`src/design/usf_pkg.sv`:
```
// Shared constants, types and the CORDIC arctangent table for the UV sphere face generator.
`default_nettype none

package usf_pkg;

  localparam int MaxResolutionDefault = 256;
  localparam int TrigStagesDefault    = 16;

  localparam int FaceW   = 17;  // face index
  localparam int ResW    = 9;   // resolution, row and column index
  localparam int CoordW  = 16;  // output coordinate
  localparam int PhaseW  = 32;  // angle, fraction of a full turn
  localparam int TrigW   = 32;  // Q30 sine and cosine
  localparam int AtanW   = 30;
  localparam int CoordsPerFace = 9;
  localparam int FifoDepth     = 2;

  localparam logic [AtanW-1:0]         CordicGain = 30'd652032874;
  localparam logic signed [CoordW-1:0] UnitOut    = 16'sd16384;

  typedef enum logic [1:0] {
    FaceMesh       = 2'd0,
    FaceFiller     = 2'd1,
    FaceOutOfRange = 2'd2
  } face_status_e;

  typedef enum logic [1:0] {
    CfgResAround = 2'd0,
    CfgResDown   = 2'd1
  } cfg_reg_e;

  // One classified request handed from the front to the back.
  typedef struct packed {
    face_status_e    status;
    logic            odd;
    logic [ResW-1:0] row;
    logic [ResW-1:0] col;
  } usf_item_t;

  // atan(2^-k) in units of 2^32 per turn.
  function automatic logic [AtanW-1:0] atan_turn(input int unsigned k);
    logic [AtanW-1:0] v;
    case (k)
      0:  v = 30'd536870912;
      1:  v = 30'd316933406;
      2:  v = 30'd167458907;
      3:  v = 30'd85004756;
      4:  v = 30'd42667331;
      5:  v = 30'd21354465;
      6:  v = 30'd10679838;
      7:  v = 30'd5340245;
      8:  v = 30'd2670163;
      9:  v = 30'd1335087;
      10: v = 30'd667544;
      11: v = 30'd333772;
      12: v = 30'd166886;
      13: v = 30'd83443;
      14: v = 30'd41722;
      15: v = 30'd20861;
      16: v = 30'd10430;
      17: v = 30'd5215;
      18: v = 30'd2608;
      19: v = 30'd1304;
      20: v = 30'd652;
      21: v = 30'd326;
      22: v = 30'd163;
      23: v = 30'd81;
      default: v = '0;
    endcase
    return v;
  endfunction

endpackage

`default_nettype wire

```
`src/design/usf_div.sv`:
```
// Pipelined restoring divider, one quotient bit per stage.
`default_nettype none

module usf_div #(
  parameter int NW = 16,
  parameter int DW = 9,
  parameter int QW = 9
) (
  input  wire logic          clk_i,
  input  wire logic          en_i,
  input  wire logic [NW-1:0] num_i,
  input  wire logic [DW-1:0] den_i,
  output logic      [QW-1:0] quo_o,
  output logic      [DW-1:0] rem_o
);

  localparam int WW = (NW > DW + QW) ? NW : DW + QW;

  logic [NW-1:0] rem_q [QW];
  logic [QW-1:0] quo_q [QW];

  for (genvar s = 0; s < QW; s++) begin : g_stage
    logic [NW-1:0] rin;
    logic [QW-1:0] qin;
    logic [WW-1:0] rext;
    logic [WW-1:0] trial;
    logic          fits;

    if (s == 0) begin : g_first
      assign rin = num_i;
      assign qin = '0;
    end else begin : g_next
      assign rin = rem_q[s-1];
      assign qin = quo_q[s-1];
    end

    assign rext  = WW'(rin);
    assign trial = WW'(den_i) << (QW - 1 - s);
    assign fits  = (rext >= trial);

    always_ff @(posedge clk_i) begin
      if (en_i) begin
        rem_q[s] <= fits ? NW'(rext - trial) : rin;
        quo_q[s] <= qin | (fits ? (QW'(1) << (QW - 1 - s)) : QW'(0));
      end
    end
  end

  assign quo_o = quo_q[QW-1];
  assign rem_o = rem_q[QW-1][DW-1:0];

endmodule

`default_nettype wire

```
`src/design/usf_front.sv`:
```
// Front end: takes requests, classifies them and splits the face index into row and column.
`default_nettype none

module usf_front (
  input  wire logic                           clk_i,
  input  wire logic                           rst_ni,
  input  wire logic                           in_valid_i,
  output logic                                in_ready_o,
  input  wire logic [usf_pkg::FaceW-1:0]      face_number_i,
  input  wire logic [usf_pkg::ResW-1:0]       res_i,
  input  wire logic [usf_pkg::ResW-1:0]       dm1_i,
  output logic                                item_valid_o,
  output usf_pkg::usf_item_t                  item_o,
  input  wire logic                           queue_full_i
);

  localparam int Lat = usf_pkg::ResW;
  localparam int KW  = usf_pkg::FaceW - 1;

  logic fen;

  logic                       s0_vld_q;
  usf_pkg::face_status_e      s0_status_q;
  logic                       s0_odd_q;
  logic [KW-1:0]              s0_k_q;

  logic [Lat-1:0]             vld_q;
  usf_pkg::face_status_e      status_q [Lat];
  logic                       odd_q    [Lat];

  logic [17:0]                rd1;
  logic [18:0]                mesh;
  logic [18:0]                total;
  logic [18:0]                nx;
  usf_pkg::face_status_e      status_d;

  logic [usf_pkg::ResW-1:0]   row;
  logic [usf_pkg::ResW-1:0]   col;

  assign fen        = !vld_q[Lat-1] || !queue_full_i;
  assign in_ready_o = fen;

  // Mesh faces fill 2*R*(D-1) slots, filler faces the next 2*R.
  assign rd1   = 18'(res_i) * 18'(dm1_i);
  assign mesh  = {rd1, 1'b0};
  assign total = mesh + 19'({res_i, 1'b0});
  assign nx    = 19'(face_number_i);

  always_comb begin
    if (nx < mesh) begin
      status_d = usf_pkg::FaceMesh;
    end else if (nx < total) begin
      status_d = usf_pkg::FaceFiller;
    end else begin
      status_d = usf_pkg::FaceOutOfRange;
    end
  end

  always_ff @(posedge clk_i or negedge rst_ni) begin
    if (!rst_ni) begin
      s0_vld_q <= 1'b0;
      vld_q    <= '0;
    end else if (fen) begin
      s0_vld_q <= in_valid_i;
      vld_q    <= {vld_q[Lat-2:0], s0_vld_q};
    end
  end

  always_ff @(posedge clk_i) begin
    if (fen) begin
      s0_status_q <= status_d;
      s0_odd_q    <= face_number_i[0];
      s0_k_q      <= face_number_i[usf_pkg::FaceW-1:1];
      status_q[0] <= s0_status_q;
      odd_q[0]    <= s0_odd_q;
      for (int s = 1; s < Lat; s++) begin
        status_q[s] <= status_q[s-1];
        odd_q[s]    <= odd_q[s-1];
      end
    end
  end

  usf_div #(
    .NW(KW),
    .DW(usf_pkg::ResW),
    .QW(usf_pkg::ResW)
  ) u_div (
    .clk_i (clk_i),
    .en_i  (fen),
    .num_i (s0_k_q),
    .den_i (res_i),
    .quo_o (row),
    .rem_o (col)
  );

  assign item_valid_o  = vld_q[Lat-1];
  assign item_o.status = status_q[Lat-1];
  assign item_o.odd    = odd_q[Lat-1];
  assign item_o.row    = row;
  assign item_o.col    = col;

endmodule

`default_nettype wire

```
`config.mk`:
```
export PLATFORM = sky130hd
export DESIGN_NAME = usf_front
export DESIGN_NICKNAME = d
export VERILOG_FILES = /design/src/design/usf_pkg.sv /design/src/design/usf_div.sv /design/src/design/usf_front.sv
export SDC_FILE = /design/constraint.sdc
export NUM_CORES = 1
export LEC_CHECK = 0
export CAP_MARGIN = 20
export CORE_MARGIN = 5
export CORE_UTILIZATION = 40
export DETAILED_ROUTE_END_ITERATION = 8
export DONT_BUFFER_PORTS = 1
export RECOVER_POWER = 50
export SYNTH_ARGS = -nofsm -noshare
export SYNTH_HDL_FRONTEND = slang
export SYNTH_SLANG_ARGS = --single-unit
```
`constraint.sdc`:
```
create_clock -name clk_i -period 11.1 [get_ports clk_i]
set_input_delay 1.11 -clock clk_i [delete_from_list [all_inputs] [get_ports clk_i]]
set_output_delay 1.11 -clock clk_i [all_outputs]
set_load 0.02 [all_outputs]
```
-- Yosys cells after proc, flatten, opt, wreduce, memory -nomap -nowiden
Memories as Yosys holds them, arrays and structs flattened.
Cells that the tools add are included.
- flip-flop bits (word level): 29
- logic and storage cells: 63
- input port bits: 39
- output and inout port bits: 23
- memories kept: 4
- RAM bits: 252
- magnitude comparators: 11
- reductions and logical operators: 3
- multiply operators: 1
- add/sub/neg operators: 10
- bitwise gates (word level): 8
- multiplexer cells: 21
- memories (name ; words ; bits a word ; rd ports ; clocked after Yosys merged registers in ; wr ports ; RTL line ; RTL):
    u_div.rem_q ; 9 ; 16 ; 9 ; 0 ; 9 ; usf_div.sv:19 ; logic [NW-1:0] rem_q [QW];
    u_div.quo_q ; 9 ; 9 ; 9 ; 0 ; 9 ; usf_div.sv:20 ; logic [QW-1:0] quo_q [QW];
    status_q ; 9 ; 2 ; 9 ; 0 ; 9 ; usf_front.sv:28 ; usf_pkg::face_status_e status_q [Lat];
    odd_q ; 9 ; 1 ; 9 ; 0 ; 9 ; usf_front.sv:29 ; logic odd_q [Lat];
- operators by type and width (kind ; count):
    2-to-1 mux 16 bit ; 9
    bitwise OR 9 bit ; 8
    < comparator 17 x 19 -> 1 bit ; 2
    subtractor 16 bit ; 2
    adder 19 x 10 -> 19 bit ; 1
    multiplier 9 x 9 -> 18 bit ; 1
    greater-or-equal comparator 16 x 17 -> 1 bit ; 1
    greater-or-equal comparator 16 x 10 -> 1 bit ; 1
    greater-or-equal comparator 16 x 11 -> 1 bit ; 1
    greater-or-equal comparator 16 x 12 -> 1 bit ; 1
    greater-or-equal comparator 16 x 13 -> 1 bit ; 1
    greater-or-equal comparator 16 x 14 -> 1 bit ; 1
    greater-or-equal comparator 16 x 15 -> 1 bit ; 1
    greater-or-equal comparator 16 bit ; 1
    greater-or-equal comparator 16 x 9 -> 1 bit ; 1
    subtractor 16 x 10 -> 16 bit ; 1
    subtractor 16 x 11 -> 16 bit ; 1
    subtractor 16 x 12 -> 16 bit ; 1
    subtractor 16 x 13 -> 16 bit ; 1
    subtractor 16 x 14 -> 16 bit ; 1
    subtractor 16 x 15 -> 16 bit ; 1
    subtractor 16 x 9 -> 16 bit ; 1
    2-to-1 mux 9 bit ; 1
    2-to-1 mux 8 bit ; 1
    9 further kinds ; 13

-- Depth between registers and ports, before layout
Gate-level depths: netlist of the first run.
- depth in word-level cells: 4
- gate-level depth with buffers: 29

-- Hierarchy
A second synthesis of the first run with hierarchy kept.
- cell total of the unflattened synthesis: 1444
- area total of the unflattened synthesis: 16333.2 sq um
- by module, submodules not included (module ; sequential area each (sq um) ; cells an instance ; times used ; area an instance (sq um)):
    usf_div ; 5465.2 ; 899 ; 1 ; 10661.5
    usf_front ; 1631.6 ; 545 ; 1 ; 5671.7

-- Least setup slack after synthesis of the first run
Ideal clock, no wire load.
- path type: input -> output
- start point: input port queue_full_i
- end point: output port in_ready_o
- path slack: 2.235 ns
- path buffers: 1
- cell stages on the path: 2
- data required time: 9.990 ns
- data arrival time: 7.755 ns
- cell sequence: nand2_1 -> clkbuf_1
- cells in the longest elaborated chain, start to end: 2
- RTL lines (what ; RTL line ; RTL):
    start, declared ; usf_front.sv:14 ; input wire logic queue_full_i
    zero test 1 bit ; usf_front.sv:40 ; assign fen = !vld_q[Lat-1] || !queue_full_i;
    logical OR 1 bit ; usf_front.sv:40 ;
    end, declared ; usf_front.sv:8 ; output logic in_ready_o,
Every way passes these cells.

-- Final worst setup path of the first run
- start point: input port res_i[1] in the netlist's numbering
- end point: register s0_status_q[0] (data pin)
- cells in the longest elaborated chain, start to end: 4
- RTL lines (what ; RTL line ; RTL):
    start, declared ; usf_front.sv:10 ; input wire logic [usf_pkg::ResW-1:0] res_i,
    multiplier 9 x 9 -> 18 bit ; usf_front.sv:44 ; assign rd1 = 18'(res_i) * 18'(dm1_i);
    adder 19 x 10 -> 19 bit ; usf_front.sv:46 ; assign total = mesh + 19'({res_i, 1'b0});
    < comparator 17 x 19 -> 1 bit ; usf_front.sv:52 ; end else if (nx < total) begin
    2-to-1 mux 2 bit ; usf_front.sv:52 ;
    end signal, assigned ; usf_front.sv:71 ; s0_status_q <= status_d;
    end, declared ; usf_front.sv:23 ; usf_pkg::face_status_e s0_status_q;
Parallel ways exist; a longest one is shown, timed or not.
A chain may end at the register's enable or synchronous reset.

==> results of run 1 <==
[layout by cell type, fill, tap and decap left out, drive strengths merged, types with 35 or more instances in the layout]
master / instances
a21oi: 60
and2: 49
edfxtp: 228
fa: 60
ha: 155
inv: 141
mux2: 58
nand2: 76
nor2: 71
nor2b: 37
o21ai: 65
xnor2: 48
xor2: 35
[cell usage after synthesis, types with 20 or more instances]
| library cell | count | share of area [%] |
|---|---|---|
| fa_1 | 60 | 7.6 |
| nand2_1 | 76 | 1.8 |
| a21o_1 | 23 | 1.1 |
| a21oi_1 | 59 | 1.9 |
| and2_1 | 48 | 1.9 |
| clkbuf_1 | 20 | 0.47 |
| xnor2_1 | 47 | 2.6 |
| ha_1 | 155 | 12 |
| mux2_2 | 52 | 3.7 |
| nor2_1 | 71 | 1.7 |
| nor2b_1 | 36 | 1.4 |
| inv_1 | 140 | 3.3 |
| nor3_1 | 29 | 0.91 |
| xor2_1 | 35 | 1.9 |
| edfxtp_1 | 228 | 43 |
| o21ai_0 | 63 | 2.0 |
[cells by family (layout without fill, tap and decap cells)]
logic type,count (synthesis),after routing,synth area share (%)
AOI/OAI and AO/OA,232,232,9.58
and+or+nand+nor,359,359,12.1
muxes,74,74,5.13
adders and majority gates,216,216,19.9
xor gates and xnor gates,83,83,4.63
buffers and inverters,164,192,3.96
DFF,238,238,44.7
[power breakdown]
part / switching (W) / total (W) / internal (W)
logic: 0.00145 / 0.00267 / 0.00122
clock network: 0.000368 / 0.000912 / 0.000543
registers: 0.000229 / 0.00181 / 0.00158
total: 0.00204 / 0.00539 / 0.00335
[layer usage]
metal	share of wire [%]	global-route usage, %	wire [µm]
met2	46	24.9	15300
met1	45	19.8	14800
met5	0	0	0
met4	2.8	4.50	912
met3	6.0	3.81	1990
[worst register-to-register path, cell delays in order (launching register included)]
cell and delay, ns:
dfrtp_1 0.45, nand2_1 1.26, clkbuf_1 2.98, buf_4 1.05, mux2_2 0.45
[area by class of cell]
class | count | area share [%]
Clock inverter | 19 | 1.07
Sequential cell | 238 | 40.9
Inverter | 140 | 3.03
Multi-Input combinational cell | 964 | 46.9
Tap cell | 525 | 3.79
Clock buffer | 30 | 4.20
Timing Repair Buffer | 3 | 0.0865
[stage by stage]
stage / instances / util [%] / hold slack [ns] / power (W)
6_report: 1919 / 44.0 / 0.258 / 0.00539
5_1_grt: 1919 / 44.0 / 0.214 / 0.00588
4_1_cts: 1919 / 44.0 / 0.211 / 0.00544
3_5_place_dp: 1870 / 41.7 / 0.405 / 0.00448
3_3_place_gp: 1870 / 41.7 / 0.400 / 0.00442
2_1_floorplan: 1366 / - / 0.400 / 0.00396
[flip-flops by register name (all words and copies together) (netlist names)]
| name | flops |
|---|---|
| s0_status_q | 2 |
| s0_vld_q | 1 |
| s0_odd_q | 1 |
| vld_q | 9 |
| odd_q | 9 |
| u_div.rem_q | 137 |
| s0_k_q | 16 |
| u_div.quo_q | 45 |
| status_q | 18 |
[worst max-delay path by stage]
stage                             from        endpoint  slack [ns]  cells past startpoint
after floorplan           queue_full_i      in_ready_o        2.23                      2
after global placement        res_i[1]  s0_status_q[1]        4.07                     23
after detailed placement      res_i[1]  s0_status_q[0]        4.00                     23
after CTS                     res_i[1]  s0_status_q[1]        4.58                     23
after global routing          vld_q[8]        vld_q[0]        4.11                      4
final                         res_i[1]  s0_status_q[0]        4.54                     23
==> metrics.md, run 1 <==
| Metric | Value |
|---|---|
| Worst path max stage delay | 0.55 ns |
| Full die area | 43800 µm² |
| Die X | 209 µm |
| CP Capture Type | flip-flop |
| Worst r2r src | vld_q[8] |
| Ports | 62 |
| Die H | 209 µm |
| Vias per cell | 5.24 |
| YS warnings | 0 |
| VDD IR max | 0.174 mV |
| Nets | 1629 |
| CTS H-tree lvls | 1 |
| Slew headroom | -174% |
| EDFF count, synth | 228 |
| Cts hold-fix bufs | 0 |
| CTS Buffer Depth | 3 |
| Total CTS buffers | 28 |
| Overall Global Routing Usage | 15.1% |
| Worst path top cell family by delay | adder cells |
| Status | finished, violations left |
| Setup total negative slack | 0 ns |
| WL final | 33000 µm |
| Dpl hpwl | 24300 µm |
| Core outline area | 39500 µm² |
| First-pass GRT wire length | 54000 µm |
| Hold Path Class | in2async |
| Mean Syn Cell Area | 11.6 µm² |
| Min cycle time layout | 6.56 ns |
| Gate count after technology mapping | 1366 |
| RSZ-0062 raised after global routing | false |
| Count of pins over their slew limit | 177 |
| Path depth of the worst reg2reg path | 4 |
| Leak | 7.18 nW |
| Worst slack, placed | 4.00 ns |
| ANT nets after route | 0 |
| Initial antenna violation count | 0 |
| Final worst slack | 4.54 ns |
| Ys async rst share | 4.20% |
| Clock root cell | clkbuf_16 |
| Most used cell, CP | fa_1 |
| Placer Congestion | 0.874 |
| Clk pin slew, worst setup/hold paths | 0.07 ns |
| Max cap viols | 3 |
| # setup viols final | 0 |
| TritonCTS clock tree | yes |
| Post CTS Setup Buffer Count | 0 |
| Post-cts resize count | 0 |
| Overflow left after global routing | 0 |
| Layout fillers | 3700 |
| Pwr/cell area | 311 nW/µm² |
| Max FO, Critical Path | 20 |
| Syn nets | 1620 |
| Final hold vios | 0 |
| Fin area | 17400 µm² |
| Slew @ Worst Pin | 4.11 ns |
| Sequential area share after synthesis | 44.7% |
| CP Launch Type | primary input |
| Critical path, cell by cell | and2_1, fa_1, fa_1, inv_1, fa_1, fa_1, inv_1, ha_1, o21a_1, nor2_1, xnor2_1, ha_1, or3_1, o21ai_0, nor3_1, xor2_1, ha_1, a21o_1, a21o_1, a211o_1, o221ai_1, a32oi_1, nor4_1 |
| 1st-pass router iterations | 5 |
| Initial DRC Count | 570 |
| Std-Cell Rows | 73 |
| Post-Syn Area | 15900 µm² |
| DRC | 0 |
| Failing checks | capacitance limit, slew limit |
| Final worst path period share | 59.1% |
| Vias | 10065 |
| # port buffers | 0 |
| Clk Latency, worst-skew pair | 0.55 ns |
| Unique masters post-synth | 75 |
| Slowest-stage cell, CP | fa_1 |
| Multi-input logic area | 8140 µm² |
| Ys flop type | edfxtp_1 |
| Vias in the first global route | 10212 |
| Register bit count reported by yosys | 238 |
| Worst EP required | 11.47 ns |
| Reg area | 7100 µm² |
| Routed len/inst | 17.2 µm |
| Peak Freq | 152 MHz |
| Clock Sinks | 238 |
| Dpl cell area | 16500 µm² |
| Layout cells sized above 1 | 8.82% |
| CP Class | in2reg |
| Initial core utilization | 40.2% |
| Largest net degree at the start of global routing | 77 |
| Worst r2r dst | vld_q[2] |
| Skew final | 0.0158 ns |
| # diodes | 0 |
| Layout area overhead | 9.36% |
| Crit path DAT | 6.93 ns |
| Reg-to-reg setup timing slack | 4.79 ns |
| Buf/Inv on CP | 2 |
Power figures use the tool's default switching activity.
==> inputs of run 2 (changes only) <==
- clock period: 11.1 -> 6.75 ns (I/O delays scaled with it)
==> run 2 against run 1 <==
Compared with the run above: the flow still finishes with violations (capacitance limit, slew limit); sequential share of layout area hardly changed; global-route usage is 0.16 points higher; utilization barely moved; critical path type unchanged; die area is the same; clock skew grew 0.0029 ns.
==> metrics.md, run 2 (same netlist as run 1, synthesis figures left out) <==
| Metric | Value |
|---|---|
| Layout cells sized above 1 | 8.97% |
| Placer Congestion | 0.914 |
| Internal | 0.00553 W |
| Post CTS Setup Buffer Count | 0 |
| 1st-pass router iterations | 5 |
| Overflow left after global routing | 0 |
| Routed len/inst | 17.2 µm |
| Final hold vios | 0 |
| Vias | 10084 |
| Vias in the first global route | 10405 |
| Leak | 7.20 nW |
| DRC | 0 |
| Slew headroom | -104% |
| Dpl hpwl | 24300 µm |
| Net Sw Power | 0.00337 W |
| Number of cells after detailed placement | 1871 |
| Max cap viols | 2 |
| Setup total negative slack | 0 ns |
| Power share of the combinational group | 49.9% |
| Critical path, cell by cell | nand2_1, fa_1, fa_1, inv_1, fa_1, inv_1, fa_1, inv_1, ha_1, a21o_1, a21oi_1, a21boi_0, or4b_4, nor3_1, xor2_1, ha_1, and4_1, o21ai_0, a221oi_1, o221ai_1, a32oi_1, nor4b_1 |
| Status | finished, violations left |
| Full die area | 43800 µm² |
| Biggest register | u_div.rem_q |
| Fin area | 17400 µm² |
| Peak Freq | 165 MHz |
| Clock root cell | clkbuf_16 |
| Most common cell after layout, fill and taps aside | edfxtp_1 |
| First-pass GRT wire length | 54300 µm |
| Largest register FFs | 137 |
| Top Registers | u_div.rem_q x137, u_div.quo_q x45, status_q x18 |
| Cts hold-fix bufs | 1 |
| RSZ-0062 raised after global routing | false |
| Clk Latency, worst-skew pair | 0.56 ns |
| Buf/Inv on CP | 3 |
| Most used cell, CP | fa_1 |
| Hold Path Class | in2reg |
| Skew final | 0.0187 ns |
| CTS Buffer Depth | 3 |
| Worst EP required | 7.12 ns |
| Largest net degree at the start of global routing | 126 |
| Count of pins over their slew limit | 189 |
| Crit path DAT | 6.41 ns |
| Clock group share of total power | 16.7% |
| VDD IR max | 0.297 mV |
| Slowest-stage cell, CP | or4b_4 |
| Slew @ Worst Pin | 3.06 ns |
| Final worst slack | 0.705 ns |
| Worst path max stage delay | 0.63 ns |
| Failing checks | capacitance limit, slew limit |
| ANT nets after route | 0 |
| Nets | 1632 |
| Initial antenna violation count | 0 |
| Total CTS buffers | 29 |
| Pwr/cell area | 513 nW/µm² |
| Sw frac | 37.9% |
| Worst slack, placed | 0.121 ns |
| Layout Cells excl Fill | 1919 |
| CP Capture Type | flip-flop |
| Overall Global Routing Usage | 15.3% |
| Layout area overhead | 9.42% |
| Sequential power share | 33.5% |
| Clk pin slew, worst setup/hold paths | 0.06 ns |
| Ports | 62 |
| WL final | 33100 µm |
| Post-cts resize count | 0 |
| Max FO, Critical Path | 20 |
| Min cycle time layout | 6.04 ns |
| CTS H-tree lvls | 1 |
| # setup viols final | 0 |
| TritonCTS clock tree | yes |
| Clock Sinks | 238 |
| Die H | 209 µm |
| Vias per cell | 5.25 |
| Core outline area | 39500 µm² |
| CP Class | in2reg |
| Die X | 209 µm |
| Worst path top cell family by delay | adder cells |
| Initial core utilization | 40.2% |
| # diodes | 0 |
| CP Launch Type | primary input |
| Commonest non-fill, non-tap cells in the layout | edfxtp_1 (228), ha_1 (155), inv_1 (140) |
| Final worst path period share | 89.6% |
| Initial DRC Count | 571 |
| Std-Cell Rows | 73 |
| Dpl cell area | 16500 µm² |
| # port buffers | 0 |
## run 2: changes by cell type in the layout (fill, tap and decap cells not counted)
cell           previous run  this run
clkinv_2                  6         7
clkinv_1                  3         1
dlygate4sd3_1             0         1
clkbuf_2                  0         1
clkinvlp_4                5         3
buf_4                     1         3
clkbuf_1                  3         2
## run 2: final cells by class
type                    instances  area (µm²)
fillers                      3674       22100
multi-input cells             964        8140
flip-flops and latches        238        7100
clock buffers                  31         733
well taps                     525         657
inverters                     140         526
clock inverters                16         169
repair buffers                  5        37.5
## run 2: metal layers
layer	vias up	GRT usage [%]	part of all wire, %	routed length [µm]
met3	46	4.05	6.6	2180
met1	4892	19.6	44	14500
met4	0	3.71	2.0	660
li1	4941	-	-	-
met2	205	25.9	48	15800
met5	-	0	0	0
## run 2: final timing paths
check	startpoint	to	slack, ns	cells after the start
worst max-delay path	res_i[0]	s0_status_q[1]	0.71	22
worst min-delay path	face_number_i[11]	s0_k_q[10]	0.21	0
worst max register to register	vld_q[8]	vld_q[7]	1.43	3
worst min register to register	u_div.quo_q[0][56]	u_div.quo_q[0][65]	0.41	0
max in group asynchronous	rst_ni	vld_q[7]	5.93	1
min in group asynchronous	rst_ni	vld_q[1]	0.51	1
## run 2: stage by stage
step	hold slack, ns	total power (W)	util [%]
after detailed placement	0.380	0.00740	41.7
after global routing	0.172	0.00970	44.0
after floorplan	0.379	0.00646	-
final	0.208	0.00890	44.0
after CTS	0.169	0.00896	44.1
after global placement	0.380	0.00730	41.7
## run 2: power groups by stage
stage	clock [W]	combinational (W)	sequential, W
after detailed placement	0	0.00441	0.00299
final	0.00148	0.00444	0.00298
after CTS	0.00154	0.00445	0.00297
after floorplan	0	0.00357	0.00289
after global placement	0	0.00432	0.00298
after global routing	0.00161	0.00504	0.00305
## run 2: worst register-to-register path: stages (launching register included)
cell	delay [ns]
dfrtp_1	0.46
nand2_1	1.85
clkbuf_2	2.38
mux2_2	0.50
