### src/design/usf_pkg.sv
// Shared constants, types and the CORDIC arctangent table for the UV sphere face generator.
`default_nettype none

package usf_pkg;

  localparam int MaxResolutionDefault = 256;
  localparam int TrigStagesDefault    = 16;

  localparam int FaceW   = 17;  // face index
  localparam int ResW    = 9;   // resolution, row and column index
  localparam int CoordW  = 16;  // output coordinate
  localparam int PhaseW  = 32;  // angle, fraction of a full turn
  localparam int TrigW   = 32;  // Q30 sine and cosine
  localparam int AtanW   = 30;
  localparam int CoordsPerFace = 9;
  localparam int FifoDepth     = 2;

  localparam logic [AtanW-1:0]         CordicGain = 30'd652032874;
  localparam logic signed [CoordW-1:0] UnitOut    = 16'sd16384;

  typedef enum logic [1:0] {
    FaceMesh       = 2'd0,
    FaceFiller     = 2'd1,
    FaceOutOfRange = 2'd2
  } face_status_e;

  typedef enum logic [1:0] {
    CfgResAround = 2'd0,
    CfgResDown   = 2'd1
  } cfg_reg_e;

  // One classified request handed from the front to the back.
  typedef struct packed {
    face_status_e    status;
    logic            odd;
    logic [ResW-1:0] row;
    logic [ResW-1:0] col;
  } usf_item_t;

  // atan(2^-k) in units of 2^32 per turn.
  function automatic logic [AtanW-1:0] atan_turn(input int unsigned k);
    logic [AtanW-1:0] v;
    case (k)
      0:  v = 30'd536870912;
      1:  v = 30'd316933406;
      2:  v = 30'd167458907;
      3:  v = 30'd85004756;
      4:  v = 30'd42667331;
      5:  v = 30'd21354465;
      6:  v = 30'd10679838;
      7:  v = 30'd5340245;
      8:  v = 30'd2670163;
      9:  v = 30'd1335087;
      10: v = 30'd667544;
      11: v = 30'd333772;
      12: v = 30'd166886;
      13: v = 30'd83443;
      14: v = 30'd41722;
      15: v = 30'd20861;
      16: v = 30'd10430;
      17: v = 30'd5215;
      18: v = 30'd2608;
      19: v = 30'd1304;
      20: v = 30'd652;
      21: v = 30'd326;
      22: v = 30'd163;
      23: v = 30'd81;
      default: v = '0;
    endcase
    return v;
  endfunction

endpackage

`default_nettype wire

### src/design/usf_fifo.sv
// Two-entry queue between the front and the back.
`default_nettype none

module usf_fifo (
  input  wire logic               clk_i,
  input  wire logic               rst_ni,
  input  wire logic               wr_valid_i,
  input  usf_pkg::usf_item_t      wr_item_i,
  output logic                    full_o,
  input  wire logic               rd_pop_i,
  output logic                    rd_valid_o,
  output usf_pkg::usf_item_t      rd_item_o
);

  localparam int PW = $clog2(usf_pkg::FifoDepth);
  localparam int CntW = $clog2(usf_pkg::FifoDepth + 1);

  usf_pkg::usf_item_t mem_q [usf_pkg::FifoDepth];
  logic [PW-1:0]      wr_ptr_q;
  logic [PW-1:0]      rd_ptr_q;
  logic [CntW-1:0]    cnt_q;
  logic               push;
  logic               pop;

  assign full_o     = (cnt_q == CntW'(usf_pkg::FifoDepth));
  assign rd_valid_o = (cnt_q != '0);
  assign push       = wr_valid_i && !full_o;
  assign pop        = rd_pop_i && rd_valid_o;
  assign rd_item_o  = mem_q[rd_ptr_q];

  always_ff @(posedge clk_i or negedge rst_ni) begin
    if (!rst_ni) begin
      wr_ptr_q <= '0;
      rd_ptr_q <= '0;
      cnt_q    <= '0;
    end else begin
      if (push) begin
        wr_ptr_q <= wr_ptr_q + PW'(1);
      end
      if (pop) begin
        rd_ptr_q <= rd_ptr_q + PW'(1);
      end
      if (push && !pop) begin
        cnt_q <= cnt_q + CntW'(1);
      end else if (pop && !push) begin
        cnt_q <= cnt_q - CntW'(1);
      end
    end
  end

  always_ff @(posedge clk_i) begin
    if (push) begin
      mem_q[wr_ptr_q] <= wr_item_i;
    end
  end

endmodule

`default_nettype wire

### config.mk
export PLATFORM = sky130hd
export DESIGN_NAME = usf_fifo
export DESIGN_NICKNAME = d
export VERILOG_FILES = /design/src/design/usf_pkg.sv /design/src/design/usf_fifo.sv
export SDC_FILE = /design/constraint.sdc
export NUM_CORES = 1
export LEC_CHECK = 0
export BUFFER_PORTS_ARGS = -buffer_cell sky130_fd_sc_hd__clkbuf_2
export CAP_MARGIN = 25
export CORE_MARGIN = 2
export CORE_UTILIZATION = 55
export CTS_CLUSTER_SIZE = 14
export DETAILED_ROUTE_END_ITERATION = 6
export HOLD_SLACK_MARGIN = 0.06
export PLACE_DENSITY = 0.83
export SLEW_MARGIN = 20
export SYNTH_ARGS = -nofsm -noshare
export SYNTH_HDL_FRONTEND = slang
export SYNTH_SLANG_ARGS = --single-unit
### constraint.sdc
create_clock -name clk_i -period 5.4 [get_ports clk_i]
set_input_delay 0.54 -clock clk_i [delete_from_list [all_inputs] [get_ports clk_i]]
set_output_delay 0.54 -clock clk_i [all_outputs]
set_load 0.01 [all_outputs]
## Word-level counts from Yosys, hierarchy flattened

Memories as Yosys holds them, arrays and structs flattened.
Index checks and enable logic that the tools add are counted.

| word-level totals | value |
|---|---|
| bits in registers | 4 |
| memory bits (writable) | 42 |
| word-level logic and storage cells | 22 |
| memories kept | 1 |

| cells by class | value |
|---|---|
| add/subtract/negate cells | 4 |
| equal/unequal tests | 1 |
| multiplexer cells | 4 |
| reductions and logical operators | 9 |

Memory list:

| name | words | width | read ports | clocked after Yosys merged registers in | wr ports | line | source |
|---|---|---|---|---|---|---|---|
| mem_q | 2 | 21 | 1 | 0 | 1 | usf_fifo.sv:18 | `usf_pkg::usf_item_t mem_q [usf_pkg::FifoDepth];` |

Operator list:

| kind | count |
|---|---|
| $logic_and A1 B1 Y1 | 4 |
| $mux W2 | 2 |
| $reduce_bool A2 Y1 | 2 |
| $logic_not A1 Y1 | 3 |
| $add A1 B1 Y1 const B | 2 |
| $add A2 B1 Y2 const B | 1 |
| $eq A2 B2 Y1 const B | 1 |
| $mux W1 | 2 |
| $sub A2 B1 Y2 const B | 1 |

## Longest topological paths before layout

Gate-level depths: netlist of run 1.

| depth | value |
|---|---|
| depth in word-level cells | 7 |
| mapped depth | 7 |
| gate-level depth less buffers | 7 |

## Worst setup path before layout of run 1

No wires, ideal clock.

| timing | value |
|---|---|
| kind | reg2reg |
| start point | reg cnt_q[0] |
| end point | mem mem_q[0][0] (netlist name) (enable) |
| arrival | 1.531 ns |
| data required time | 5.001 ns |
| slack | 3.470 ns |
| stages on the path, launching flop included | 4 |
| path buffers | 0 |
| clock period less this slack | 1.930 ns |
| cells stage by stage | dfrtp_1 nand2b_1 nand2_1 nor2_1 |

| between the ends | value |
|---|---|
| cells in the longest elaborated chain, start to end | 5 |

Ends and longest elaborated chain:

| what | line | source |
|---|---|---|
| start, declared | usf_fifo.sv:21 | `logic [CntW-1:0] cnt_q;` |
| start signal, assigned | usf_fifo.sv:44 | `cnt_q <= cnt_q + CntW'(1);` |
| start signal, assigned | usf_fifo.sv:46 | `cnt_q <= cnt_q - CntW'(1);` |
| $eq A2 B2 Y1 | usf_fifo.sv:25 | `assign full_o = (cnt_q == CntW'(usf_pkg::FifoDepth));` |
| $logic_not A1 Y1 | usf_fifo.sv:27 | `assign push = wr_valid_i && !full_o;` |
| $logic_and A1 B1 Y1 | usf_fifo.sv:27 |  |
| $mux W1 | usf_fifo.sv:52 | `if (push) begin` |
| $mux W1 (implied by the code) | usf_fifo.sv:53 | `mem_q[wr_ptr_q] <= wr_item_i;` |
| end, declared | usf_fifo.sv:18 |  |

No other way between the ends.

==> out/qor.yml, run 1 <==
cts:
  clockBufferDepth: 2
  clk_pin_slew_worst_paths_ns: 0.13
  cts_tree: "yes"
  cts_setup_buffers: 0
  clk_latency_ns: 0.34
  cts_root_buffer: "clkbuf_4"
  cts_buffers: 5
  clock-sinks: 46
  cts-htree-levels: 2
global_route:
  grt_pass1_wl_mm: 4.215
  antenna_found_initial: 0
  grt_max_degree: 23
  grt.total_usage_pct: 16.41
  overflow: 0
  grt_pass1_vias: 989
worst_setup_path:
  crit_path_start_kind: "flip-flop"
  critical_path_buf_inv_count: 1
  r2r-start: "cnt_q[0]$_DFFE_PN0P_"
  crit_type: "flip-flop to output pin"
  critical-path-top-delay-family: "flip-flops"
  max_stage_delay_ns: 0.82
  cp_max_fo: 22
  worstPathArrival_ns: 1.70
  critPathCaptureType: "output pin"
  crit_chain: "mux2_2, clkbuf_2"
  cp.required_ns: 4.86
  critPathLaunch: "rd_ptr_q$_DFFE_PN0P_"
  crit_slowest_cell: "dfrtp_2"
logic_synthesis:
  synthMostInstantiatedCell: "edfxtp_1"
  synth_compound_gate_area_share_pct: 0
  syn-instance-count: 84
  synth-edff-count: 42
  synth.avg_cell_area_um2: 21.42
  synthAdderAreaFrac_pct: 0.6954
  synth_xor_area_share_pct: 2.434
  synth_top_area_share_pct: 70.10
  synth_ff_type: "edfxtp_1"
  synth_area_um2: 1799
  synth_cell_types: 15
  synth.area.mux_share_pct: 17.11
  yosysSeqAreaShare_pct: 75.66
  async_flop_share_pct: 8.696
  synth_nets: 110
  ys_top_cells_by_count: "edfxtp_1, mux2_4, dfrtp_1"
  yosysWarnings: 0
  yosys.area_share.simple_pct: 2.434
  ys_seq_elements: 46
  synth_top_family_by_area: "multiplexers"
  synth_area_leader_cell: "edfxtp_1"
  synth_area_leaders: "edfxtp_1, mux2_4, dfrtp_1"
timing:
  hold_violations: 0
  rsz0062_at_grt: "no"
  finalCritPeriodShare_pct: 41.49
  setup_ws_ns: 3.159
  relSlewSlack_pct: 34.56
  tightest_slew_ns: 0.9817
  max_freq_mhz: 446.3
  finalCriticalPeriod_ns: 2.241
  fin_skew_ns: 0.008888
  finalMaxSlewViolations: 0
  finalSetupTns_ns: 0
  setup-violations-final: 0
finish:
  nNetsFinal: 163
  final_area_um2: 2163
  diodes: 0
  area_growth_pct: 20.24
  drive_gt1_share_pct: 57.97
detailed_routing:
  wl_mm: 2.793
  wl_per_cell_um: 15.35
  dr.pass1.iters: 4
  drt-initial-drc-count: 14
  vias: 907
  drc: 0
  avgViaCountPerCell: 4.984
  ant_nets: 0
floorplanning:
  ioPinCount: 48
  core_um2: 3078
  die_width_um: 61.20
  fp.dieArea_um2: 3745
  chipHeight_um: 61.20
  start_util_pct: 58.46
  fp-row-count: 20
power_and_ir_drop:
  p_per_area_nw_per_um2: 522.2
  cellLeakagePower_nw: 0.9074
  peakVddDrop_mv: 0.3030
placement:
  gp_congestion: 0.5733
  dp_hpwl_mm: 1.950
  dpl_cell_area_um2: 2071
  numPortBuffers: 47
  place_ws_ns: 3.410
min_path:
  hold_class: "primary input to flip-flop"
  hp-start: "wr_item_i[18]"
job:
  maxCapViolCount: 0
run_status:
  status: "finished, final reports clean"
## worst register-to-register path, stage by stage (launching register included)
cell,delay (ns)
dfrtp_1,0.45
nand2b_1,0.19
and3_1,0.82
## area by class of cell
class | count | area, um2
Tap cell | 44 | 55.05
Sequential cell | 46 | 1363
Multi-Input combinational cell | 34 | 415.4
Clock inverter | 3 | 40.04
Clock buffer | 5 | 37.54
Inverter | 2 | 7.507
Timing Repair Buffer | 48 | 245.2
Fill cell | 212 | 914.6
## cells by family (layout without fill, tap and decap cells)
logic type	after synthesis	count (layout)
fa+ha+maj	1	1
simple gates	7	7
mux	21	21
xor+xnor	5	5
flops	46	46
buf+inv	4	58
## per-layer routing
metal / part of all wire [%] / GRT usage (%)
met3: 4.8 / 4.832
met2: 56 / 30.40
met4: 1.2 / 7.453
met1: 38 / 16.91
met5: 0 / 0
## state kept, by name, summed over array words and instances (netlist names)
| signal | count |
|---|---|
| mem_q | 42 |
| rd_ptr_q | 1 |
| wr_ptr_q | 1 |
| cnt_q | 2 |
## stage by stage
step / util (%) / std cells / total power (W) / hold slack, ns
after floorplan: - / 84 / 0.0008257 / 0.2444
after global placement: 67.24 / 173 / 0.0009303 / 0.3487
after detailed placement: 67.28 / 173 / 0.0009480 / 0.3531
after CTS: 70.12 / 182 / 0.001145 / 0.3603
after global routing: 70.28 / 182 / 0.001193 / 0.3495
final: 70.28 / 182 / 0.001130 / 0.3763
## power breakdown
group / internal (W) / total (W) / switching [W]
logic: 0.000205 / 0.000366 / 0.000160
registers: 0.000491 / 0.000566 / 0.0000742
clock network: 0.0000960 / 0.000198 / 0.000102
total: 0.000793 / 0.00113 / 0.000337
## final timing paths
| kind | end | slack [ns] | cells after the start |
|---|---|---|---|
| worst min-delay path | mem_q[1][18]$_DFFE_PP_ | 0.38 | 1 |
| min in group asynchronous | wr_ptr_q$_DFFE_PN0P_ | 0.53 | 2 |
| worst min register to register | cnt_q[1]$_DFFE_PN0P_ | 0.54 | 1 |
| max in group asynchronous | rd_ptr_q$_DFFE_PN0P_ | 4.74 | 2 |
| worst max-delay path | rd_item_o[1] | 3.16 | 2 |
| worst max register to register | mem_q[1][19]$_DFFE_PP_ | 3.56 | 2 |
## layout by cell type, fill, tap and decap left out
| cell type | instances |
|---|---|
| nand2_1 | 1 |
| mux2_2 | 2 |
| inv_1 | 2 |
| dfrtp_1 | 3 |
| nand2b_1 | 1 |
| xnor2_1 | 3 |
| and3_1 | 1 |
| clkbuf_2 | 47 |
| dfrtp_2 | 1 |
| or2_4 | 1 |
| dlygate4sd3_1 | 1 |
| clkbuf_4 | 5 |
| clkinv_2 | 2 |
| xor2_1 | 2 |
| mux2_4 | 19 |
| bufinv_16 | 1 |
| ha_1 | 1 |
| edfxtp_1 | 42 |
| nand2_4 | 1 |
| nor2_4 | 1 |
| nor2_1 | 1 |
## what timing repair did
item	4_1_cts	5_1_grt
hold buffers	1	0
resized for setup	0	0
hold endpoints to repair	4	0
setup endpoints to repair	0	0
(Power assumes the default switching activity.)
==> inputs of run 2 (changes only) <==
Settings changed: CORE_UTILIZATION 55 to 46, PLACE_DENSITY 0.83 to 0.74.
Clock period 5.4 ns to 2 ns, I/O delays scaled along.
==> run 2 against run 1 <==
Net effect:
- routed wire length fell by 7.5%
- non-clock buffer count rose by 6
- combinational power rose to 3.2 times the previous value
- sequential power rose by 150%
- power rose to 3.0 times the previous value
- global-route usage fell by 3.0 points
- sequential share of layout area fell by 2.8 points
- critical path depth rose by 1
- first-iteration DRC count rose by 130%
- utilization fell by 9.4 points
- sequential cell count did not move
- final area rose by 4.6%
- critical endpoint unchanged
- largest power group unchanged
==> out/qor.yml, run 2 (synthesis gave the netlist of run 1 again) <==
run_status:
  status: "finished, final reports clean"
cts:
  cts_tree: "yes"
  cts_resized: 0
  clock-sinks: 46
  clk_latency_ns: 0.29
  clk_pin_slew_worst_paths_ns: 0.08
  cts_hold_buf: 1
  cts_buffers: 5
  clockBufferDepth: 2
  cts_setup_buffers: 0
  cts_root_buffer: "clkbuf_8"
  cts-htree-levels: 2
finish:
  diodes: 0
  reg_top3: "mem_q: 42 flops, cnt_q: 2 flops"
  nNetsFinal: 169
  largest_reg_flops: 42
  final_common_cell: "clkbuf_2"
  layout_common_cells: "clkbuf_2, edfxtp_1, mux2_4, buf_4, clkbuf_8"
  top_register: "mem_q"
  nFillCells: 304
  drive_gt1_share_pct: 58.33
  area_growth_pct: 25.73
placement:
  dp_hpwl_mm: 1.916
  gp_congestion: 0.7096
  numPortBuffers: 47
  place_ws_ns: 0.4274
detailed_routing:
  ant_nets: 0
  drt-initial-drc-count: 32
  dr.pass1.iters: 4
  wl_mm: 2.584
  drc: 0
  vias: 905
  avgViaCountPerCell: 4.714
  wl_per_cell_um: 13.46
worst_setup_path:
  critical-path-top-delay-family: "buffers and inverters"
  critPathCaptureType: "output pin"
  cp.required_ns: 1.80
  crit_chain: "buf_4, mux2_2, clkbuf_2"
  crit_type: "flip-flop to output pin"
  crit_slowest_cell: "mux2_2"
  crit_path_start_kind: "flip-flop"
  cp_max_fo: 15
  critical_path_buf_inv_count: 2
  max_stage_delay_ns: 0.37
  worstPathArrival_ns: 1.41
timing:
  hold_violations: 0
  tightest_slew_ns: 0.2707
  finalSetupTns_ns: 0
  setup_ws_ns: 0.3908
  fin_skew_ns: 0.002230
  rsz0062_at_grt: "no"
  relSlewSlack_pct: 81.95
  finalCritPeriodShare_pct: 80.46
  finalMaxSlewViolations: 0
  setup-violations-final: 0
  finalCriticalPeriod_ns: 1.609
  max_freq_mhz: 621.4
floorplanning:
  die_width_um: 66.54
  start_util_pct: 48.42
  fp-row-count: 22
  core_um2: 3716
  fp.dieArea_um2: 4428
  chipHeight_um: 66.54
  ioPinCount: 48
global_route:
  overflow: 0
  grt.total_usage_pct: 13.37
  antenna_found_initial: 0
  grt_pass1_wl_mm: 4.112
  grt_pass1_vias: 954
  grt_max_degree: 16
power_and_ir_drop:
  p_per_area_nw_per_um2: 1477
  peakVddDrop_mv: 0.7767
  cellLeakagePower_nw: 0.9590
job:
  maxCapViolCount: 0
min_path:
  hold_class: "primary input to flip-flop"
## run 2: changes by cell type in the layout (fill, tap and decap cells not counted), sizes merged
cell and change:
bufinv +1, buf +6, clkinv -1
## run 2: metal layers
metal / track usage [%] / routed length [um] / vias up
met3: 3.885 / 143 / 6
met5: 0 / 0 / -
met2: 24.63 / 1466 / 29
met1: 12.57 / 925 / 439
li1: - / - / 431
met4: 8.929 / 48 / 0
## run 2: final timing paths
path | startpoint | to | slack, ns | cells after the start
max | rd_ptr_q$_DFFE_PN0P_ | rd_item_o[1] | 0.39 | 3
max reg2reg | cnt_q[0]$_DFFE_PN0P_ | cnt_q[1]$_DFFE_PN0P_ | 0.46 | 7
min in group asynchronous | rst_ni | cnt_q[1]$_DFFE_PN0P_ | 0.24 | 2
max in group asynchronous | rst_ni | rd_ptr_q$_DFFE_PN0P_ | 1.64 | 2
min reg2reg | wr_ptr_q$_DFFE_PN0P_ | wr_ptr_q$_DFFE_PN0P_ | 0.53 | 1
min | wr_item_i[9] | mem_q[1][9]$_DFFE_PP_ | 0.1 | 1
## run 2: per-stage QoR
step,util [%],power (W),cell area (um2),std cells,hold slack (ns)
2_1_floorplan,-,0.002229,1799,84,-0.09559
3_3_place_gp,57.04,0.002561,2120,183,0.007280
3_5_place_dp,57.04,0.002615,2120,183,0.01101
4_1_cts,60.88,0.003397,2262,192,0.07941
5_1_grt,60.88,0.003509,2262,192,0.08285
6_report,60.88,0.003341,2262,192,0.09634
## run 2: area by class of cell
cell class	count	area (um2)	area share, %
flip-flops and latches	46	1361	60.18
clock inverters	3	63.81	2.821
multi-input cells	34	410.4	18.14
well taps	48	60.06	2.655
clock buffers	5	68.82	3.042
repair buffers	54	290.3	12.83
inverters	2	7.507	0.3319
## run 2: power breakdown
part	total, W	switching [W]	internal [W]	leakage, nW
Combinational	0.00116	0.000556	0.000607	0.456
Clock	0.000773	0.000279	0.000494	0.0658
Sequential	0.00141	0.0000821	0.00132	0.437
Total	0.00334	0.000917	0.00242	0.959
==> inputs of run 3 (changes only) <==
Settings changed: CORE_UTILIZATION 46 to 51, PLACE_DENSITY 0.74 to 0.78.
Clock period 2 ns to 1.55 ns, I/O delays scaled along.
==> run 3 against run 2 <==
Net effect:
- the run now ends with setup timing left
- clock-buffer cell count is the same
- global-route usage grew 4.0 points
- routed wire length grew 18%
- utilization grew 14 points
- largest cell class unchanged
- highest routed layer unchanged
==> out/qor.yml, run 3 (synthesis gave the netlist of run 1 again) <==
finish:
  drive_gt1_share_pct: 52.98
  reg_top3: "mem_q: 42 flops, cnt_q: 2 flops"
  final_common_cell: "clkbuf_2"
  final_util_pct: 74.48
  nNetsFinal: 193
  layout_common_cells: "clkbuf_2, edfxtp_1, dlygate4sd3_1, mux2_4"
  top_register: "mem_q"
  diodes: 0
  largest_reg_flops: 42
  final_area_um2: 2505
  area_growth_pct: 39.22
detailed_routing:
  avgViaCountPerCell: 4.710
  wl_per_cell_um: 14.21
  vias: 1008
  ant_nets: 0
  wl_mm: 3.041
  drt-initial-drc-count: 20
  drc: 0
  dr.pass1.iters: 4
worst_setup_path:
  regToRegSetupSlack_ns: 0.16
  cp.required_ns: 1.39
  crit_path_start_kind: "flip-flop"
  r2r_end: "cnt_q[1]$_DFFE_PN0P_"
  max_stage_delay_ns: 0.42
  worstPathArrival_ns: 1.42
  ff2ff_path_depth: 6
  critPathLaunch: "rd_ptr_q$_DFFE_PN0P_"
  crit_type: "flip-flop to output pin"
  crit_chain: "buf_12, mux2_4, clkbuf_2"
  crit_slowest_cell: "dfrtp_1"
  cp_max_fo: 16
  critPathCaptureType: "output pin"
  r2r-start: "cnt_q[1]$_DFFE_PN0P_"
floorplanning:
  fp-row-count: 21
  die_width_um: 63.40
  ioPinCount: 48
  start_util_pct: 53.50
  fp.dieArea_um2: 4019
  chipHeight_um: 63.40
  core_um2: 3363
timing:
  tightest_slew_ns: 0.1739
  hold_violations: 0
  relSlewSlack_pct: 88.41
  fin_skew_ns: 0.005381
  finalSetupTns_ns: -0.1274
  setup_ws_ns: -0.02096
  rsz0062_at_grt: "yes"
  max_freq_mhz: 636.6
  setup-violations-final: 17
  finalCriticalPeriod_ns: 1.571
  finalCritPeriodShare_pct: 101.4
  hold_slack_ns: 0.1314
  finalMaxSlewViolations: 0
cts:
  cts-htree-levels: 2
  clock-sinks: 46
  cts_tree: "yes"
  clk_pin_slew_worst_paths_ns: 0.13
  cts_buffers: 5
  clockBufferDepth: 2
  cts_root_buffer: "clkbuf_4"
  clk_latency_ns: 0.35
global_route:
  overflow: 0
  grt.total_usage_pct: 17.39
  antenna_found_initial: 0
  grt_pass1_wl_mm: 5.092
  grt_pass1_vias: 1069
  grt_max_degree: 17
job:
  maxCapViolCount: 0
min_path:
  hold_class: "primary input to async pin"
power_and_ir_drop:
  seq_power_share_pct: 43.0
  p_per_area_nw_per_um2: 1699
  cellLeakagePower_nw: 1.058
  power_frac_clock_pct: 16.6
  cellInternalPower_w: 0.003002
  peakVddDrop_mv: 1.096
  combPwrFrac_pct: 40.5
  sw_frac_of_total_pct: 29.45
  p_sw_w: 0.001253
placement:
  numPortBuffers: 47
  gp_congestion: 0.6007
  dp_hpwl_mm: 2.081
  dpl_cell_area_um2: 2167
run_status:
  status: "finished with violations"
  violations: "setup timing"
run 3: routing by layer:
layer	track usage, %	share of wire (%)	wire length, um	vias up
met2	29.34	54	1636	40
met3	5.893	5.7	173	5
met1	20.62	39	1195	477
met5	0	0	0	-
li1	-	-	-	486
met4	6.522	1.2	36	0
run 3: layout make-up:
type,count,area (um2)
inverter,2,7.507
clock buffer,5,37.54
tap,46,57.56
clock inverter,3,45.04
fill,244,858.3
multi-input combinational,34,432.9
timing repair buffer,78,563.0
sequential,46,1361
run 3: timing repair:
item | CTS | global route
gates cloned | 0 | 0
resized for setup | 1 | 3
hold buffers | 23 | 0
buffers inserted | 0 | 1
endpoints found under the hold margin | 47 | 0
setup endpoints to repair | 21 | 22
run 3: worst max path at each step:
stage          slack [ns]                    end  depth (start not counted)
6_report            -0.02          rd_item_o[16]                          3
5_1_grt             -0.09          rd_item_o[16]                          3
4_1_cts             -0.06           rd_item_o[0]                          3
3_5_place_dp         0.12   cnt_q[1]$_DFFE_PN0P_                          6
3_3_place_gp         0.19   cnt_q[1]$_DFFE_PN0P_                          7
2_1_floorplan        0.04  mem_q[1][0]$_DFFE_PP_                          2
run 3: worst max-delay path, delay by kind of cell (launching register included):
| kind | cells | cell delay [ns] |
|---|---|---|
| mux | 1 | 0.32 |
| flops | 1 | 0.42 |
| buf+inv | 2 | 0.32 |
run 3: per-stage QoR:
stage	setup slack, ns	instances	total power [W]
global placement	0.1877	182	0.003432
finish	-0.02096	214	0.004255
CTS	-0.06471	213	0.004251
detailed placement	0.1159	182	0.003490
floorplan	0.04431	84	0.002890
global route	-0.09231	214	0.004498
run 3: power by group through the flow:
stage | clock, W | sequential (W) | combinational, W
after CTS | 0.000731 | 0.00183 | 0.00169
after floorplan | 0 | 0.00183 | 0.00106
after global routing | 0.000790 | 0.00186 | 0.00185
after global placement | 0 | 0.00184 | 0.00160
final | 0.000706 | 0.00183 | 0.00172
after detailed placement | 0 | 0.00186 | 0.00163
